**config.mk**
```make
export PLATFORM = sky130hd
export DESIGN_NAME = psmp_ram
export DESIGN_NICKNAME = d
export VERILOG_FILES = /design/src/design/phase_and_space_max_pool_assert.svh /design/src/design/psmp_ram.sv
export SDC_FILE = /design/constraint.sdc
export NUM_CORES = 1
export LEC_CHECK = 0
export ABC_AREA = 0
export BUFFER_PORTS_ARGS = -buffer_cell sky130_fd_sc_hd__buf_2
export CORE_MARGIN = 2
export CORE_UTILIZATION = 40
export DETAILED_ROUTE_END_ITERATION = 10
export PLACE_DENSITY = 0.55
export SLEW_MARGIN = 20
export SYNTH_ARGS = -nofsm -noshare
export SYNTH_HDL_FRONTEND = slang
export SYNTH_SLANG_ARGS = --single-unit
export TNS_END_PERCENT = 30
```
**constraint.sdc**
```tcl
create_clock -name clk -period 5.1 [get_ports clk]
set_clock_uncertainty 0.15 [all_clocks]
set_input_delay 1.02 -clock clk [delete_from_list [all_inputs] [get_ports clk]]
set_output_delay 1.02 -clock clk [all_outputs]
set_load 0.01 [all_outputs]
```
**src/design/phase_and_space_max_pool_assert.svh**
```systemverilog
// Assertion macros shared by the pooling block.
`ifndef PHASE_AND_SPACE_MAX_POOL_ASSERT_SVH
`define PHASE_AND_SPACE_MAX_POOL_ASSERT_SVH

// Same-cycle implication, checked outside reset
`define PSMP_ASSERT_NOW(lbl, ante, cons, msg) \
	lbl: assert property (@(posedge clk) disable iff (!arst_n) (ante) |-> (cons)) else $error(msg);

// Next-cycle implication, checked outside reset
`define PSMP_ASSERT_NEXT(lbl, ante, cons, msg) \
	lbl: assert property (@(posedge clk) disable iff (!arst_n) (ante) |=> (cons)) else $error(msg);

`endif

```
**src/design/psmp_ram.sv**
```systemverilog
module psmp_ram #(
	parameter int WIDTH = 8,
	parameter int DEPTH = 16
) (
	input  logic                     clk,
	input  logic                     we,
	input  logic [$clog2(DEPTH)-1:0] waddr,
	input  logic [WIDTH-1:0]         wdata,
	input  logic                     re,
	input  logic [$clog2(DEPTH)-1:0] raddr,
	output logic [WIDTH-1:0]         rdata
);

	logic [WIDTH-1:0] mem_q [DEPTH];

	// Write port and registered read port
	always_ff @(posedge clk) begin
		if (we) begin
			mem_q[waddr] <= wdata;
		end
		if (re) begin
			rdata <= mem_q[raddr];
		end
	end

endmodule

```
* Word level (Yosys, flattened, before mapping)
Memory sizes are Yosys's and may differ from the RTL's. A register that Yosys moved wholly into a read port is not among the register bits.
Index checks and enable logic that the tools add are counted.
Widths: inputs -> output; s select.
** Storage, ports and cells
- Flip-flop bits (word level) :: 0
- RAM bits :: 128
- Input bits :: 19
- Output and inout bits :: 8
- Logic and storage cells :: 3
- Memories kept :: 1
** Operators by class
- Muxes and demuxes :: 2
** Memory list
- mem_q :: depth 16, width 8, read ports 1, clocked after memory_dff 1, write ports 1, line psmp_ram.sv:14 : logic [WIDTH-1:0] mem_q [DEPTH];
** Operators with widths (number)
- $mux 1 :: 2

* Depth between registers and ports, before layout
- Word-level depth :: 2
- Depth in mapped cells :: 5

* Least setup slack after synthesis
Ideal clock, no wire load.
- Kind :: input-to-reg
- Start :: input port waddr[2]
- End :: memory mem_q[0][0], enable pin
- Arrival :: 2.130 ns
- Data required time :: 4.567 ns
- Setup slack :: 2.437 ns
- Cell stages on the path :: 2
- Path buffers :: 0
- Cell sequence :: or3b_2 -> nor3_1
** RTL lines
- start: declaration :: line psmp_ram.sv:7 : input logic [$clog2(DEPTH)-1:0] waddr,
- end: declaration :: line psmp_ram.sv:14
No word-level cell before the write port.

* Final worst setup path
- Start :: input port waddr[2]
- End :: memory mem_q[2][3], enable pin
No word-level cell before the write port.

==> impl_metrics.toml <==
[min_path]
worstHoldPathType = "reg2reg"
min_from = "mem_q[14][2]$_DFFE_PP_"
min_delay_worst_endpoint = "rdata[2]$_DFFE_PP_"
worstHoldPathCells = 3

[clocking]
cts_made_buffers = 17
clk-insertion-delay-late_ns = 0.41
count_of_hold_fix_buffers_inserted_at_cts = 0
cts_tree = "yes"
cts_max_path_buffers = 2
cts.sinks = 136
post_cts_resized = 0
cts_root_buffer = "sky130_fd_sc_hd__clkbuf_16"
path_clk_slew_ns = 0.06
postCtsSetupRepairBufs = 0
cts_max_level = 4

[timing]
timing.slew.headroom_pct = 28.3
timing.fmax_mhz = 392
setup_repair_after_global_routing_missed_its_margin = "false"
worst-slew-pin-transition_ns = 1.07
drv_slew = 0
fin_crit_sh_pct = 50.0
finalHoldViolCount = 0
post-route-min-period_ns = 2.55
totalNegativeSetupSlack_ns = 0
setup-violations-final = 0

[floorplan]
initial_core_util_pct = 41.3
fp.coreArea_um2 = 12700
num_rows = 41
ioPinCount = 27
fp.dieArea_um2 = 14000
fp.dieH_um = 118
dieWidth_um = 118

[routing]
detailedRoute.firstIterationViolations = 262
remaining_drc_errors = 0
drt-vias-per-instance = 5.35
route.final.wire_length_um = 10500
routed-via-count = 2403
drt_pre_antenna_iters = 4
final_antenna_net_count = 0
wire_per_inst_um = 23.3

[final_layout]
post_route_cells_drive_above_1_share_pct = 28.5
area_growth_pct = 17.0
layout.cells.most_common_list = "sky130_fd_sc_hd__edfxtp_1, sky130_fd_sc_hd__buf_2, sky130_fd_sc_hd__mux4_2"
nNetsFinal = 283
final_common_cell = "sky130_fd_sc_hd__edfxtp_1"
antenna-diode-count = 0

[global_routing]
globalRoute.totalOverflow = 0
global_route.usage.met3_pct = 4.97
vias_in_the_first_global_route = 2485
global_route.usage.total_pct = 16.0
global_route_wire_length_before_repair_um = 15800
grt_util_met1_pct = 22.4
grt_start_max_net_pins = 33
grtUsageMet2_pct = 23.8
antenna_found_initial = 0
global_route.peak_usage_layer = "met2"

[yosys]
synth.distinct_cells = 18
synth-warning-count = 0
synth.avg_cell_area_um2 = 22.8
synth_seq_area_share_pct = 78.1
postSynthRegisterBits = 136
cell_area_synth_um2 = 5230
synthTopCellsByArea = "sky130_fd_sc_hd__edfxtp_1, sky130_fd_sc_hd__mux4_2, sky130_fd_sc_hd__mux4_1"
area_share_of_the_largest_cell_type_after_synthesis_pct = 78.1
syn-num-nets = 248
synth_largest_area_cell = "sky130_fd_sc_hd__edfxtp_1"
number_of_instances_in_the_synthesized_netlist = 229

[worst_setup_path]
timing.rr.start = "mem_q[1][5]$_DFFE_PP_"
regToRegEndpoint = "rdata[5]$_DFFE_PP_"
worst-endpoint-required_ns = 4.97
startpoint_type = "primary input"
worst_path_class_setup = "in2reg"
endpoint_class_of_the_critical_path = "register"
timing.reg2reg.worst_path_depth = 3
setup.reg_to_reg.worst_slack_ns = 3.43
critical_path_peak_fanout = 8
critPathLaunch = "waddr[2]"
critical_path_arrival_ns = 2.42

[job]
maxCapViolations = 0

[pwr]
powerDensity_nw_per_um2 = 429
power_mw = 2.62
p_leak_nw = 2.01
power.ir.vdd_worst_v = 0.000201

[placement]
gp_congestion = 0.704
port_buffers = 26
place_hpwl_um = 6250

[run_status]
run_status = "finished, final reports clean"
## synth_stat cells (all sizes together)
master,number
buf,7
and2b,1
nor2,13
nand3b,2
edfxtp,136
nand2,9
mux4,32
nand2b,2
nor2b,1
or3b,1
nor3,4
nand3,1
a22oi,16
clkdlybuf4s25,3
and2,1
## logic make-up after synthesis
family                 after synthesis  synth area share [%]
muxes                               32                  14.8
and+or+nand+nor                     35                  3.14
AOI/OAI and AO/OA                   16                  2.30
buffers and inverters               10                  1.65
DFF                                136                  78.1
## routing by layer
metal	vias to the layer above	routed length, um
met4	0	69
met2	59	5090
li1	1054	-
met1	1285	4850
met3	5	458
met5	-	0
## flip-flops by register name, summed over array words and instances, names as in the netlist
name and cells:
mem_q 128, rdata 8
## report_power, final
| part | total, mW | internal, mW | switching (mW) |
|---|---|---|---|
| combinational | 0.111 | 0.0436 | 0.0673 |
| clock | 1.25 | 0.809 | 0.438 |
| sequential | 1.27 | 1.26 | 0.00635 |
## stage by stage
| stage | util (%) | worst slack [ns] | hold slack, ns | cell area [um^2] | instances |
|---|---|---|---|---|---|
| 2_1_floorplan | - | 2.44 | 0.555 | 5230 | 229 |
| 3_3_place_gp | 43.5 | 1.71 | 0.581 | 5510 | 417 |
| 3_5_place_dp | 43.5 | 1.70 | 0.593 | 5510 | 417 |
| 4_1_cts | 48.3 | 2.12 | 0.608 | 6120 | 449 |
| 5_1_grt | 48.3 | 2.45 | 0.644 | 6120 | 449 |
| 6_report | 48.3 | 2.55 | 0.600 | 6120 | 449 |
## how the worst max path moves through the flow
stage	end	depth (start not counted)
4_1_cts	rdata[5]$_DFFE_PP_	4
5_1_grt	mem_q[2][0]$_DFFE_PP_	3
6_report	mem_q[2][3]$_DFFE_PP_	3
3_5_place_dp	rdata[5]$_DFFE_PP_	4
2_1_floorplan	mem_q[0][0]$_DFFE_PP_	2
3_3_place_gp	rdata[5]$_DFFE_PP_	4
## worst max-delay path: stages
cell,delay (ns)
sky130_fd_sc_hd__buf_2,0.11
sky130_fd_sc_hd__or3b_2,0.52
sky130_fd_sc_hd__nor2_1,0.77
## area by class of cell
| type | count | area, um^2 |
|---|---|---|
| fill | 1039 | 6550 |
| multi-input combinational | 83 | 1080 |
| timing repair buffer | 26 | 133 |
| clock buffer | 17 | 425 |
| clock inverter | 15 | 184 |
| tap | 172 | 215 |
| sequential | 136 | 4080 |
No activity file was read; power rests on OpenSTA's default activity.
